$ cat src/rtl/ltf_pkg.sv
// ----------------------------------------------------------------------------
// ltf_pkg
// Shared types, constants and helpers of the LED twinkle fader.
// ----------------------------------------------------------------------------
package ltf_pkg;

  localparam int SLOT_COUNT_DEF = 16;
  localparam int STRIP_MAX_DEF  = 1024;

  localparam int LED_W   = 10;
  localparam int LEVEL_W = 8;
  localparam int NLEDS_W = 11;
  localparam int TICK_W  = 8;
  localparam int ADDR_W  = 4;
  localparam int DATA_W  = 32;

  localparam logic [LEVEL_W-1:0] LIT_LEVEL = 8'd250;
  localparam logic [TICK_W-1:0]  TICK_MAX  = 8'd255;

  localparam logic [NLEDS_W-1:0] NUM_LEDS_RST     = 11'd60;
  localparam logic [LEVEL_W-1:0] FADE_STEP_RST    = 8'd8;
  localparam logic [TICK_W-1:0]  SPAWN_PERIOD_RST = 8'd10;

  // Register indexes, taken from paddr[3:2].
  typedef enum logic [1:0] {
    REG_NUM_LEDS     = 2'd0,
    REG_FADE_STEP    = 2'd1,
    REG_SPAWN_PERIOD = 2'd2,
    REG_NONE         = 2'd3
  } reg_idx_t;

  typedef enum logic [1:0] {
    ST_IDLE,
    ST_SCAN,
    ST_SHOW
  } state_t;

  typedef struct packed {
    logic [LED_W-1:0] candidate_led;
    logic             rand_red;
    logic             rand_green;
    logic             rand_blue;
  } in_item_t;

  typedef struct packed {
    logic [LED_W-1:0]   led_index;
    logic [LEVEL_W-1:0] red;
    logic [LEVEL_W-1:0] green;
    logic [LEVEL_W-1:0] blue;
    logic               is_show;
  } out_item_t;

  typedef struct packed {
    logic               busy;
    logic [LED_W-1:0]   led;
    logic [LEVEL_W-1:0] red;
    logic [LEVEL_W-1:0] green;
    logic [LEVEL_W-1:0] blue;
  } slot_t;

  // Saturating subtract of the fade step.
  function automatic logic [LEVEL_W-1:0] fade_level(input logic [LEVEL_W-1:0] level,
                                                    input logic [LEVEL_W-1:0] step);
    fade_level = (level >= step) ? (level - step) : '0;
  endfunction

endpackage

$ cat src/rtl/ltf_cell.sv
// ----------------------------------------------------------------------------
// ltf_cell
// One slot of the ring: takes its neighbor's slot on a shift, or a new
// slot on a spawn load.
// ----------------------------------------------------------------------------
module ltf_cell
  import ltf_pkg::*;
(
  input  logic  clk,
  input  logic  rst_n,
  input  logic  shift_en,
  input  logic  load_en,
  input  slot_t shift_in,
  input  slot_t load_in,
  output slot_t slot_q
);

  slot_t slot_r;
  slot_t slot_nxt;

  always_comb begin
    slot_nxt = slot_r;
    if (load_en) begin
      slot_nxt = load_in;
    end else if (shift_en) begin
      slot_nxt = shift_in;
    end
  end

  // Reset leaves the slot free and black.
  always_ff @(posedge clk) begin
    if (!rst_n) begin
      slot_r <= '0;
    end else begin
      slot_r <= slot_nxt;
    end
  end

  assign slot_q = slot_r;

endmodule

$ cat src/rtl/led_twinkle_fader_core.sv
// ----------------------------------------------------------------------------
// led_twinkle_fader_core
// Twinkle animation engine: fades lit slots each tick and spawns new ones.
// ----------------------------------------------------------------------------
//
//  Channel  | Ports                             | One beat carries
//  ---------+-----------------------------------+------------------------------
//  input    | in_valid, in_stall, in_data       | one animation tick
//  output   | out_valid, out_stall, out_data    | one pixel update or the show
//  config   | psel, penable, pwrite, paddr, ... | one register write or read
//
// A tick is accepted in ST_IDLE; in ST_SCAN the ring of cells rotates by one
// position per slot; ST_SHOW sends the show beat, in which a spawn is committed.
// Stalls on the output hold the ring. Reset is synchronous on rst_n and frees
// every slot, clears the tick count and loads the register defaults. in_stall
// is high while a tick is in work.
//
// The slots live in a ring of identical cells. Each scan cycle that the output
// is free, the cell at the head is faded, its pixel update is written to the
// output register if it is busy, and it re-enters the ring at the tail. After
// SLOT_COUNT steps every slot is back at its own cell. During the scan the first
// free slot and any busy slot already holding the candidate LED are noted, so the
// spawn decision is ready when the show beat goes out.
// ----------------------------------------------------------------------------
module led_twinkle_fader_core
  import ltf_pkg::*;
#(
  parameter int SLOT_COUNT = SLOT_COUNT_DEF,
  parameter int STRIP_MAX  = STRIP_MAX_DEF
) (
  input  logic              clk,
  input  logic              rst_n,
  // input channel
  input  logic              in_valid,
  output logic              in_stall,
  input  in_item_t          in_data,
  // output channel
  output logic              out_valid,
  input  logic              out_stall,
  output out_item_t         out_data,
  // configuration port
  input  logic              psel,
  input  logic              penable,
  input  logic              pwrite,
  input  logic [ADDR_W-1:0] paddr,
  input  logic [DATA_W-1:0] pwdata,
  output logic [DATA_W-1:0] prdata,
  output logic              pready
);

  localparam int IDX_W = (SLOT_COUNT > 1) ? $clog2(SLOT_COUNT) : 1;
  localparam logic [IDX_W-1:0] LAST_IDX = IDX_W'(SLOT_COUNT - 1);
  localparam logic [NLEDS_W-1:0] STRIP_LIM = NLEDS_W'(STRIP_MAX);

  // --------------------------------------------------------------------------
  // Configuration registers
  // --------------------------------------------------------------------------
  logic [NLEDS_W-1:0] num_leds_r;
  logic [LEVEL_W-1:0] fade_step_r;
  logic [TICK_W-1:0]  spawn_period_r;
  reg_idx_t           reg_sel;
  logic               cfg_wr;

  assign pready  = 1'b1;
  assign reg_sel = reg_idx_t'(paddr[3:2]);
  assign cfg_wr  = psel && penable && pwrite && pready;

  always_ff @(posedge clk) begin
    if (!rst_n) begin
      num_leds_r     <= NUM_LEDS_RST;
      fade_step_r    <= FADE_STEP_RST;
      spawn_period_r <= SPAWN_PERIOD_RST;
    end else if (cfg_wr) begin
      case (reg_sel)
        REG_NUM_LEDS:     num_leds_r     <= pwdata[NLEDS_W-1:0];
        REG_FADE_STEP:    fade_step_r    <= pwdata[LEVEL_W-1:0];
        REG_SPAWN_PERIOD: spawn_period_r <= pwdata[TICK_W-1:0];
        default:          ;
      endcase
    end
  end

  always_comb begin
    case (reg_sel)
      REG_NUM_LEDS:     prdata = DATA_W'(num_leds_r);
      REG_FADE_STEP:    prdata = DATA_W'(fade_step_r);
      REG_SPAWN_PERIOD: prdata = DATA_W'(spawn_period_r);
      default:          prdata = '0;
    endcase
  end

  // --------------------------------------------------------------------------
  // Ring of slot cells
  // --------------------------------------------------------------------------
  slot_t cell_q [SLOT_COUNT];
  slot_t head_new;
  slot_t spawn_slot;
  logic  shift_en;
  logic  load_any;

  logic [IDX_W-1:0] cnt_r, cnt_nxt;
  logic [IDX_W-1:0] ff_idx_r, ff_idx_nxt;
  logic             ff_found_r, ff_found_nxt;
  logic             in_use_r, in_use_nxt;

  for (genvar k = 0; k < SLOT_COUNT; k++) begin : g_cell
    ltf_cell u_cell (
      .clk      (clk),
      .rst_n    (rst_n),
      .shift_en (shift_en),
      .load_en  (load_any && (ff_idx_r == IDX_W'(k))),
      .shift_in ((k == SLOT_COUNT - 1) ? head_new : cell_q[(k + 1) % SLOT_COUNT]),
      .load_in  (spawn_slot),
      .slot_q   (cell_q[k])
    );
  end

  // The head slot after this tick's fade; a busy slot that reaches black is
  // released here.
  always_comb begin
    head_new = cell_q[0];
    if (cell_q[0].busy) begin
      head_new.red   = fade_level(cell_q[0].red, fade_step_r);
      head_new.green = fade_level(cell_q[0].green, fade_step_r);
      head_new.blue  = fade_level(cell_q[0].blue, fade_step_r);
      head_new.busy  = (head_new.red != '0) || (head_new.green != '0) ||
                       (head_new.blue != '0);
    end
  end

  // --------------------------------------------------------------------------
  // Tick control
  // --------------------------------------------------------------------------
  state_t    state_r, state_nxt;
  in_item_t  item_r;
  logic [TICK_W-1:0] tick_r, tick_nxt;
  logic      out_valid_r, out_valid_nxt;
  out_item_t out_data_r, out_data_nxt;
  logic      out_free;
  logic      in_acc;
  logic      cand_ok;

  assign in_stall = (state_r != ST_IDLE);
  assign in_acc   = in_valid && !in_stall;
  assign out_free = !out_valid_r || !out_stall;
  assign cand_ok  = ({1'b0, item_r.candidate_led} < num_leds_r) &&
                    ({1'b0, item_r.candidate_led} < STRIP_LIM) && !in_use_r;

  always_comb begin
    spawn_slot.busy  = 1'b1;
    spawn_slot.led   = item_r.candidate_led;
    spawn_slot.red   = item_r.rand_red   ? LIT_LEVEL : '0;
    spawn_slot.green = item_r.rand_green ? LIT_LEVEL : '0;
    spawn_slot.blue  = item_r.rand_blue  ? LIT_LEVEL : '0;
  end

  always_comb begin
    state_nxt     = state_r;
    cnt_nxt       = cnt_r;
    ff_idx_nxt    = ff_idx_r;
    ff_found_nxt  = ff_found_r;
    in_use_nxt    = in_use_r;
    tick_nxt      = tick_r;
    shift_en      = 1'b0;
    load_any      = 1'b0;
    out_valid_nxt = out_valid_r && out_stall;
    out_data_nxt  = out_data_r;

    case (state_r)
      ST_IDLE: begin
        if (in_acc) begin
          state_nxt    = ST_SCAN;
          cnt_nxt      = '0;
          ff_found_nxt = 1'b0;
          ff_idx_nxt   = '0;
          in_use_nxt   = 1'b0;
          if (tick_r != TICK_MAX) begin
            tick_nxt = tick_r + 1'b1;
          end
        end
      end
      ST_SCAN: begin
        if (out_free) begin
          shift_en = 1'b1;
          if (cell_q[0].busy) begin
            out_valid_nxt          = 1'b1;
            out_data_nxt.led_index = head_new.led;
            out_data_nxt.red       = head_new.red;
            out_data_nxt.green     = head_new.green;
            out_data_nxt.blue      = head_new.blue;
            out_data_nxt.is_show   = 1'b0;
          end
          if (!head_new.busy && !ff_found_r) begin
            ff_found_nxt = 1'b1;
            ff_idx_nxt   = cnt_r;
          end
          if (head_new.busy && (head_new.led == item_r.candidate_led)) begin
            in_use_nxt = 1'b1;
          end
          if (cnt_r == LAST_IDX) begin
            state_nxt = ST_SHOW;
          end else begin
            cnt_nxt = cnt_r + 1'b1;
          end
        end
      end
      ST_SHOW: begin
        if (out_free) begin
          out_valid_nxt = 1'b1;
          out_data_nxt  = '0;
          out_data_nxt.is_show = 1'b1;
          state_nxt     = ST_IDLE;
          if (tick_r >= spawn_period_r) begin
            if (!ff_found_r) begin
              tick_nxt = '0;
            end else if (cand_ok) begin
              load_any = 1'b1;
              tick_nxt = '0;
            end
          end
        end
      end
      default: begin
        state_nxt = ST_IDLE;
      end
    endcase
  end

  always_ff @(posedge clk) begin
    if (!rst_n) begin
      state_r     <= ST_IDLE;
      tick_r      <= '0;
      out_valid_r <= 1'b0;
      cnt_r       <= '0;
      ff_found_r  <= 1'b0;
      in_use_r    <= 1'b0;
      ff_idx_r    <= '0;
    end else begin
      state_r     <= state_nxt;
      tick_r      <= tick_nxt;
      out_valid_r <= out_valid_nxt;
      cnt_r       <= cnt_nxt;
      ff_found_r  <= ff_found_nxt;
      in_use_r    <= in_use_nxt;
      ff_idx_r    <= ff_idx_nxt;
    end
  end

  always_ff @(posedge clk) begin
    out_data_r <= out_data_nxt;
    if (in_acc) begin
      item_r <= in_data;
    end
  end

  assign out_valid = out_valid_r;
  assign out_data  = out_data_r;

endmodule

$ cat config.mk
export PLATFORM = sky130hd
export DESIGN_NAME = led_twinkle_fader_core
export DESIGN_NICKNAME = d
export VERILOG_FILES = /design/src/rtl/ltf_pkg.sv /design/src/rtl/ltf_cell.sv /design/src/rtl/led_twinkle_fader_core.sv
export SDC_FILE = /design/constraint.sdc
export NUM_CORES = 1
export LEC_CHECK = 0
export ABC_CLOCK_PERIOD_IN_PS = 10560
export BUFFER_PORTS_ARGS = -buffer_cell sky130_fd_sc_hd__buf_2
export CORE_UTILIZATION = 45
export DETAILED_ROUTE_END_ITERATION = 8
export SLEW_MARGIN = 20
export SYNTH_ARGS = -nofsm -noshare
export SYNTH_HDL_FRONTEND = slang
export SYNTH_SLANG_ARGS = --single-unit
$ cat constraint.sdc
create_clock -name clk -period 10.56 [get_ports clk]
set_clock_uncertainty 0.15 [all_clocks]
set_input_delay 0 -clock clk [delete_from_list [all_inputs] [get_ports clk]]
set_output_delay 0 -clock clk [all_outputs]
set_load 0.005 [all_outputs]
==> metrics.yaml, run 1 <==
status: "completed"
num_rows: 91
synth_edf_count: 48
timing.fmax_mhz: 188
async_reset_ff_frac: 0
wirelength_um: 76400
drt_iter0_drc: 2035
port-buffer-count: 80
cp_data_required_time_ps: 10890
antennaDiodeCount: 0
numCtsBuffers: 72
drt-vias-per-instance: 5.64
die_x_um: 252
slew_headroom: 0.262
boundaryPins: 126
synth_seq_cells: 656
grt_pass1_vias: 22300
fillCellCount: 5717
synthCells: 3298
max_slew.worst_pin.slew_ps: 1100
netlist-cell-type-count: 75
netlist_area_um2: 28100
cts_root_buffer: "clkbuf_16"
multi_input_area_um2: 13200
worst_path_max_delay_cell: "nand4_1"
min_path_type: "in -> reg"
min_period_over_period: 0.504
drive_gt1_frac: 0.0787
power.leakage_nw: 12.4
seq_area_um2: 13600
max_stage_delay_ps: 1100
layout_min_cycle_time_ps: 5320
maxCapViolations: 0
rsz0062_at_grt: "no"
nets: 3388
clockBufferDepth: 3
antenna_left: 0
grt_pass1_wl_um: 122000
start_util: 0.455
ir_drop_uv: 114
path_buf_inv: 1
endpoint_kind: "register"
routabilityCongestion: 0.877
grt_usage: 0.237
start_kind: "register"
synth-warning-count: 0
vias: 23600
dp_slack_ps: 5260
avgSynthCellArea_um2: 8.51
crit_chain: "ha_1 -> a21o_1 -> a21o_1 -> a21oi_1 -> nor2_1 -> a21oi_1 -> nand4_1 -> buf_4 -> o21ai_0 -> a31oi_1"
cp_top_family: "compound AO/OA/AOI/OAI gates"
synth_flop_cell: "dfxtp_1"
drtPass1Iterations: 6
grt_antenna_before_repair: 0
grt.overflow.total: 0
cp_max_fo: 23
wl_per_cell_um: 18.3
die_h_um: 252
hold_viol: 0
postLayoutCoreUtil: 0.516
cts_num_sinks: 656
crit_type: "reg -> reg"
p_per_area_nw_per_um2: 176
cts_tree: "done"
drc: 0
ys_seq_area_frac: 0.485
arrival_ps: 5650
post-route-worst-setup-slack_ps: 5240
clk_latency_ps: 630
grt_start_max_net_pins: 122
die_area_um2: 63400
path_clk_slew_ps: 60
maxSlewViolCount: 0
htree_levels: 3
coreArea_um2: 61700
areaGrowthSynthToFinish_pct: 13.5
hpwlAfterDp_um: 49200
tns_ps: 0
setup_viol: 0
## flip-flops by register name, indices dropped and copies added (netlist names)
signal and flops:
cnt_r 4, fade_step_r 8, ff_found_r 1, ff_idx_r 4, g_cell.u_cell.slot_q 560, in_use_r 1, item_r 13, num_leds_r 11
out_data 35, out_valid 1, spawn_period_r 8, state_r 2, tick_r 8
## synthesized netlist by cell type, drive strengths merged (13+ instances only)
master    n  area share
o31ai    22      0.0066
ha       46       0.021
edfxtp   48       0.051
a21oi   162       0.029
nand2   882        0.12
nand3    34      0.0061
inv      49      0.0066
clkbuf  236       0.032
a311oi   32       0.010
nor3     14      0.0025
o211ai   22      0.0059
nand2b   14      0.0031
mux2i   157       0.056
o211a    90       0.032
dfxtp   608        0.43
nor2b    29      0.0065
a211oi   48       0.013
xor2     13      0.0041
o21ai   141       0.025
a31oi   277       0.062
nor2    162       0.022
a21o     15      0.0040
nand4    15      0.0033
buf      56       0.012
## per-stage QoR
stage	hold WS [ps]	instances	total power, mW	cell area [µm²]
floorplan	-66.7	3318	2.97	28100
global placement	29.9	3978	3.06	28700
detailed placement	28.1	3979	3.07	28700
CTS	27.4	4175	5.65	31800
global route	49.2	4178	5.80	31900
finish	56.3	4178	5.61	31900
## logic make-up (layout without fill, tap and decap cells)
kind of cell,after synthesis,after routing,share of synthesized area
AO/OA/AOI/OAI,863,863,0.204
AND/OR/NAND/NOR,1210,1210,0.177
flip-flops,656,656,0.485
buffers and inverters,342,365,0.0498
other,2,22,0.000268
XOR/XNOR,18,18,0.00562
adder cells (fa/ha/maj),49,49,0.0226
multiplexers,158,158,0.0564
## placed cells by master (no fill, tap or decap), types with 46 or more instances in the layout
master	instances
buf_2	79
ha_1	46
dfxtp_1	608
a211oi_1	48
o21ai_0	138
mux2i_1	157
inv_1	48
a21oi_1	162
nand2_1	881
nor2_1	161
edfxtp_1	48
a31oi_1	277
dlygate4sd3_1	64
o211a_1	90
clkbuf_16	75
## path summary, 6_finish.rpt
check / start / end / slack [ps] / cells past startpoint
worst max-delay path: item_r[10]$_DFFE_PP_ / g_cell[14].u_cell.slot_q[19]$_SDFFE_PN0P_ / 5240 / 10
worst min-delay path: pwdata[4] / num_leds_r[4]$_SDFFE_PN1P_ / 60 / 4
worst max register to register: item_r[10]$_DFFE_PP_ / g_cell[14].u_cell.slot_q[19]$_SDFFE_PN0P_ / 5240 / 10
worst min register to register: g_cell[9].u_cell.slot_q[0]$_SDFFE_PN0P_ / g_cell[8].u_cell.slot_q[0]$_SDFFE_PN0P_ / 300 / 2
## timing repair
action,in CTS,in global routing
hold buffers,64,0
gates resized for setup,0,0
hold endpoints to repair,298,0
setup buffers,0,0
## layer usage
metal | share of wire | track usage | up-vias
met4 | 0.026 | 0.0744 | 0
met5 | 0 | 0 | -
met3 | 0.049 | 0.0311 | 111
met2 | 0.45 | 0.375 | 642
met1 | 0.48 | 0.335 | 11300
li1 | - | - | 11500
## final cells by class
class / instances / share of cell area
Clock buffer: 110 / 0.0687
Clock inverter: 22 / 0.00884
Inverter: 50 / 0.00597
Multi-Input combinational cell: 2320 / 0.413
Sequential cell: 656 / 0.427
Tap cell: 837 / 0.0329
Timing Repair Buffer: 183 / 0.0433
## power by group
group,switching (mW),internal (mW),leakage (nW)
clock network,1.05,1.52,1.21
logic,0.335,0.121,5.80
registers,0.0490,2.53,5.43
## tightest hold or removal path: stages
cell	delay, ps
dlygate4sd3_1	520
buf_2	130
nand2_1	50
o211ai_1	80
(Power assumes the default switching activity.)
==> run 2, diff against run 1 <==
ABC_AREA = 1   (was not set)
ABC_CLOCK_PERIOD_IN_PS = 5500   (was 10560)
clock period = 5.5 ns   (was 10.56 ns; I/O delays follow)
==> metrics.yaml, run 2 <==
grt_pass1_wl_um: 137000  # was 122000 µm
status: "completed"  # unchanged
drt-vias-per-instance: 5.64  # about the same
start_util: 0.459  # was 0.455
post_dp_cell_area_um2: 30100  # was 28700 µm²
drtPass1Iterations: 6  # unchanged
final_cell_mix: "nand3_1, dfxtp_1, nand2_1"  # was nand2_1, dfxtp_1, a31oi_1
die_area_um2: 67100  # was 63400 µm²
p_per_area_nw_per_um2: 415  # was 176 nW/µm²
grt_start_max_net_pins: 182  # was 122
fin_area_um2: 33000  # was 31900 µm²
netlist_area_um2: 29700  # was 28100 µm²
synthTopCellsByCount: "nand3_1, dfxtp_1, nand2_1, inv_1, a31oi_1"  # was nand2_1, dfxtp_1, a31oi_1, clkbuf_1
antenna_left: 0  # unchanged
crit_chain: "ha_1 -> inv_1 -> nor3_1 -> nand3_1 -> nand4_1 -> nor2_4 -> buf_4 -> nand2_2 -> buf_4 -> clkinv_1 -> nand2_1 -> a31oi_1"  # was ha_1 -> a21o_1 -> a21o_1 -> a21oi_1 -> nor2_1 -> a21oi_1 -> nand4_1 -> buf_4 -> o21ai_0 -> a31oi_1
clk_latency_ps: 620  # was 630 ps
dp_slack_ps: 1490  # was 5260 ps
postLayoutCoreUtil: 0.510  # was 0.516
final_common_cell: "nand3_1"  # was nand2_1
tns_ps: 0  # unchanged
async_reset_ff_frac: 0  # unchanged
drc: 0  # unchanged
hold_viol: 0  # unchanged
grt_pass1_vias: 23900  # was 22300
power.total_mw: 13.7  # was 5.61 mW
min_period_over_period: 0.731  # was 0.504
largest_reg_flops: 560  # unchanged
maxSlewViolCount: 0  # unchanged
ir_drop_uv: 391  # was 114 µV
setup_viol: 0  # unchanged
synth_seq_cells: 656  # unchanged
ys_seq_area_frac: 0.458  # was 0.485
synthCells: 3931  # was 3298
synthAdderAreaFrac: 0.0214  # was 0.0226
wl_per_cell_um: 18.3  # about the same
rsz0062_at_grt: "no"  # unchanged
min_path_type: "in -> reg"  # unchanged
drive_gt1_frac: 0.0725  # was 0.0787
numCtsBuffers: 74  # was 72
grt_usage: 0.254  # was 0.237
slew_headroom: 0.259  # was 0.262
cts_root_buffer: "clkbuf_16"  # unchanged
num_rows: 93  # was 91
path_clk_slew_ps: 60  # about the same
ys_top_cells_by_area: "dfxtp_1, nand3_1, nand2_1, a31oi_1, edfxtp_1"  # was dfxtp_1, nand2_1, a31oi_1, mux2i_1, edfxtp_1
yosys.area.top_type_share: 0.410  # was 0.434
boundaryPins: 126  # unchanged
cts_tree: "done"  # unchanged
synth_compound_area_frac: 0.156  # was 0.204
cts_num_sinks: 656  # unchanged
pwr-share-comb: 0.227  # was 0.081
finalNonFillerCells: 4760  # was 4178
layout_min_cycle_time_ps: 4020  # was 5320 ps
cp_data_required_time_ps: 5790  # was 10890 ps
seqPwrFrac: 0.414  # was 0.460
netlist-cell-type-count: 48  # was 75
synth_mux_area_frac: 0  # was 0.0564
htree_levels: 3  # unchanged
power_switching_mw: 4.75  # was 1.43 mW
max_stage_delay_ps: 700  # was 1100 ps
worst_path_max_delay_cell: "edfxtp_1"  # was nand4_1
numPlacedInstances: 4574  # was 3979
crit_top_cell: "buf_4"
grt.overflow.total: 0  # unchanged
vias: 26800  # was 23600
cts_resized: 0  # unchanged
post-route-worst-setup-slack_ps: 1480  # was 5240 ps
endpoint_kind: "register"  # unchanged
clockBufferDepth: 3  # unchanged
grt_antenna_before_repair: 0  # unchanged
synth_area_leader_cell: "dfxtp_1"  # unchanged
synth_edf_count: 48  # unchanged
avgSynthCellArea_um2: 7.56  # was 8.51 µm²
hold-worst-slack_ps: 65.4  # was 56.3 ps
max_slew.worst_pin.slew_ps: 1110  # was 1100 ps
wirelength_um: 87000  # was 76400 µm
die_x_um: 259  # was 252 µm
cts_setup_buffers: 0  # unchanged
start_kind: "register"  # unchanged
maxCapViolations: 0  # unchanged
nets: 3951  # was 3388
timing.fmax_mhz: 249  # was 188 MHz
antennaDiodeCount: 0  # unchanged
p_clk_frac: 0.359  # was 0.458
cp_max_fo: 68  # was 23
port-buffer-count: 80  # unchanged
synth_flop_cell: "dfxtp_1"  # unchanged
synth-warning-count: 0  # unchanged
areaGrowthSynthToFinish_pct: 11.2  # was 13.5%
synth-simple-area-share: 0.259  # was 0.177
synthXorXnorAreaFrac: 0.00442  # was 0.00562
routabilityCongestion: 0.924  # was 0.877
power.leakage_nw: 13.2  # was 12.4 nW
synth_top_family_by_area: "simple AND/OR/NAND/NOR gates"  # was compound AO/OA/AOI/OAI gates
synth.most_common_cell: "nand3_1"  # was nand2_1
power.internal_mw: 8.95  # was 4.17 mW
swShare: 0.347  # was 0.255
crit_type: "reg -> reg"  # unchanged
hpwlAfterDp_um: 53300  # was 49200 µm
die_h_um: 259  # was 252 µm
arrival_ps: 4310  # was 5650 ps
drt_iter0_drc: 2721  # was 2035
coreArea_um2: 64800  # was 61700 µm²
run 2: cells by family (layout without fill, tap and decap cells):
family	Yosys count	in the layout
buffers and inverters	731	685
other	2	22
and+or+nand+nor	1678	1678
AOI/OAI and AO/OA	800	800
xor gates and xnor gates	15	15
adders and majority gates	49	49
DFF	656	656
run 2: worst paths after layout:
| check | start | end | slack (ps) | cells after the start |
|---|---|---|---|---|
| worst max-delay path | item_r[8]$_DFFE_PP_ | g_cell[3].u_cell.slot_q[7]$_SDFFE_PN0P_ | 1480 | 12 |
| worst min-delay path | pwdata[3] | fade_step_r[3]$_SDFFE_PN1P_ | 70 | 4 |
| worst max register to register | item_r[8]$_DFFE_PP_ | g_cell[3].u_cell.slot_q[7]$_SDFFE_PN0P_ | 1480 | 12 |
| worst min register to register | g_cell[5].u_cell.slot_q[0]$_SDFFE_PN0P_ | g_cell[4].u_cell.slot_q[0]$_SDFFE_PN0P_ | 300 | 2 |
run 2: layer usage:
layer	vias to the layer above	GRT usage	share of wire
li1	13300	-	-
met1	12600	0.379	0.49
met2	771	0.378	0.43
met3	129	0.0346	0.054
met4	0	0.0736	0.025
met5	-	0	0
run 2: what timing repair did:
action,CTS,global route
setup endpoints to repair,0,0
endpoints found under the hold margin,112,0
hold buffers,51,0
run 2: area by class of cell:
| class | instances | area (µm²) |
|---|---|---|
| timing repair buffer | 176 | 1330 |
| multi-input combinational | 2564 | 13200 |
| inverter | 374 | 1420 |
| clock inverter | 27 | 287 |
| clock buffer | 108 | 2120 |
| sequential | 656 | 13600 |
| fill | 6351 | 31800 |
| tap | 855 | 1070 |
run 2: power groups by stage:
| stage | Clock, mW | Combinational [mW] | Sequential, mW |
|---|---|---|---|
| 2_1_floorplan | 0 | 2.26 | 5.64 |
| 3_5_place_dp | 0 | 3.05 | 5.77 |
| 4_1_cts | 5.00 | 3.08 | 5.67 |
| 5_1_grt | 5.19 | 3.45 | 5.73 |
| 6_report | 4.91 | 3.11 | 5.68 |
| 3_3_place_gp | 0 | 3.04 | 5.77 |
run 2: worst max-delay path, delay by kind of cell, from the launching register on:
family,cells,cell delay (ps)
compound gates,1,130
flops,1,700
simple gates,6,1040
fa+ha+maj,1,430
buf+inv,4,1380
==> run 3, diff against run 2 <==
ABC_CLOCK_PERIOD_IN_PS = 3900   (was 5500)
clock period = 3.9 ns   (was 5.5 ns; I/O delays follow)
==> metrics.yaml, run 3 (same netlist as run 2, synthesis figures left out) <==
status: "completed"  # unchanged
cp_data_required_time_ps: 4250  # was 5790 ps
ff2ff_setup_slack_ps: 320  # was 1480 ps
boundaryPins: 126  # unchanged
rsz0062_at_grt: "no"  # unchanged
drt_iter0_drc: 2378  # was 2721
grt_pass1_wl_um: 135000  # was 137000 µm
start_util: 0.459  # unchanged
met2_usage: 0.367  # was 0.378
seq_area_um2: 13600  # unchanged
drtPass1Iterations: 6  # unchanged
arrival_ps: 3930  # was 4310 ps
wl_per_cell_um: 17.9  # was 18.3 µm
coreArea_um2: 64800  # unchanged
clockBufferDepth: 3  # unchanged
routabilityCongestion: 0.887  # was 0.924
wirelength_um: 85300  # was 87000 µm
final_cell_mix: "nand3_1, dfxtp_1, nand2_1"  # unchanged
grt_usage: 0.250  # was 0.254
drt-vias-per-instance: 5.59  # was 5.64
hold_viol: 0  # unchanged
multi_input_area_um2: 13200  # unchanged
timing.fmax_mhz: 279  # was 249 MHz
crit_chain: "inv_1 -> ha_1 -> nand2_1 -> nor2_2 -> nand4_1 -> o2111ai_1 -> nand3_1 -> nor2_4 -> nand2_2 -> nor2_4 -> clkinv_2 -> nand3_1 -> nand3_1 -> nand2_1 -> inv_1"  # was ha_1 -> inv_1 -> nor3_1 -> nand3_1 -> nand4_1 -> nor2_4 -> buf_4 -> nand2_2 -> buf_4 -> clkinv_1 -> nand2_1 -> a31oi_1
met3_usage: 0.0357  # was 0.0346
r2r_end: "g_cell[7].u_cell.slot_q[15]$_SDFFE_PN0P_"  # was g_cell[3].u_cell.slot_q[7]$_SDFFE_PN0P_
hold-worst-slack_ps: 47.8  # was 65.4 ps
cts_setup_buffers: 0  # unchanged
reg2reg_depth: 15  # was 12
grt_pass1_vias: 23900  # about the same
min_path_type: "in -> reg"  # unchanged
nets: 3971  # was 3951
endpoint_kind: "register"  # unchanged
clk_latency_ps: 620  # about the same
ir_drop_uv: 520  # was 391 µV
busiest_layer: "met1"  # unchanged
path_clk_slew_ps: 60  # about the same
layout_min_cycle_time_ps: 3580  # was 4020 ps
grt_use_met1: 0.374  # was 0.379
fillCellCount: 6398  # was 6351
cp_max_fo: 73  # was 68
cts_tree: "done"  # unchanged
grt_antenna_before_repair: 0  # unchanged
die_area_um2: 67100  # unchanged
hold_end: "fade_step_r[3]$_SDFFE_PN1P_"  # unchanged
worstHoldStart: "pwdata[3]"  # unchanged
cts_resized: 0  # unchanged
worstSetupStartpoint: "spawn_period_r[7]$_SDFFE_PN0P_"  # was item_r[8]$_DFFE_PP_
max_stage_delay_ps: 770  # was 700 ps
grt.overflow.total: 0  # unchanged
antenna_left: 0  # unchanged
htree_levels: 3  # unchanged
cts_hold_buf: 53  # was 51
crit_type: "reg -> reg"  # unchanged
cts_root_buffer: "clkbuf_16"  # unchanged
p_per_area_nw_per_um2: 585  # was 415 nW/µm²
cts_num_sinks: 656  # unchanged
start_kind: "register"  # unchanged
drc: 0  # unchanged
num_rows: 93  # unchanged
min_period_over_period: 0.918  # was 0.731
port-buffer-count: 80  # unchanged
hpwlAfterDp_um: 54300  # was 53300 µm
crit_top_cell: "nand3_1"  # was buf_4
tns_ps: 0  # unchanged
final_common_cell: "nand3_1"  # unchanged
power.leakage_nw: 13.3  # was 13.2 nW
areaGrowthSynthToFinish_pct: 11.8  # was 11.2%
maxCapViolations: 0  # unchanged
numCtsBuffers: 73  # was 74
drive_gt1_frac: 0.0780  # was 0.0725
whs_path_depth: 4  # unchanged
grt_start_max_net_pins: 228  # was 182
reg2reg_from: "spawn_period_r[7]$_SDFFE_PN0P_"  # was item_r[8]$_DFFE_PP_
vias: 26700  # was 26800
slew_headroom: 0.217  # was 0.259
worst_path_max_delay_cell: "clkinv_2"  # was edfxtp_1
max_slew.worst_pin.slew_ps: 1170  # was 1110 ps
die_x_um: 259  # unchanged
die_h_um: 259  # unchanged
setup_viol: 0  # unchanged
antennaDiodeCount: 0  # unchanged
maxSlewViolCount: 0  # unchanged
largest_reg_flops: 560  # unchanged
## run 3: worst max path at each step
stage,endpoint,depth (start not counted),slack (ps)
after global routing,g_cell[7].u_cell.slot_q[15]$_SDFFE_PN0P_,15,30
after CTS,g_cell[7].u_cell.slot_q[33]$_SDFFE_PN0P_,14,620
after floorplan,out_data[0]$_SDFFCE_PP1P_,4,920
after detailed placement,g_cell[7].u_cell.slot_q[27]$_SDFFE_PN0P_,14,650
after global placement,g_cell[7].u_cell.slot_q[27]$_SDFFE_PN0P_,14,700
final,g_cell[7].u_cell.slot_q[15]$_SDFFE_PN0P_,15,320
## run 3: critical path: cells and delay by family, from the launching register on
kind	cells	cell delay, ps
AND/OR/NAND/NOR	10	1610
buffers and inverters	3	880
flip-flops	1	330
adder cells (fa/ha/maj)	1	290
AO/OA/AOI/OAI	1	210
## run 3: cell type report
class	count	share of cell area
clock buffer	107	0.0659
clock inverter	23	0.00651
inverter	374	0.0427
multi-input combinational	2564	0.397
sequential	656	0.410
tap	855	0.0322
timing repair buffer	197	0.0457
## run 3: report_power, final
part           switching, mW  internal (mW)  leakage, nW
combinational           3.46           1.12         6.73
sequential             0.396           7.55         5.37
clock                   2.83           4.09         1.20
## run 3: layer usage
metal | up-vias | part of all wire
li1 | 13400 | -
met1 | 12500 | 0.49
met2 | 738 | 0.43
met3 | 128 | 0.057
met4 | 0 | 0.028
met5 | - | 0
## run 3: stage by stage
step	worst slack [ps]	total power [mW]	util	cell area, µm²	instances
floorplan	916	11.1	-	29800	3951
global placement	703	12.6	0.467	30300	4593
detailed placement	654	12.6	0.467	30300	4593
CTS	617	19.5	0.513	33200	4776
global route	29.9	20.4	0.513	33200	4776
finish	321	19.4	0.513	33200	4776
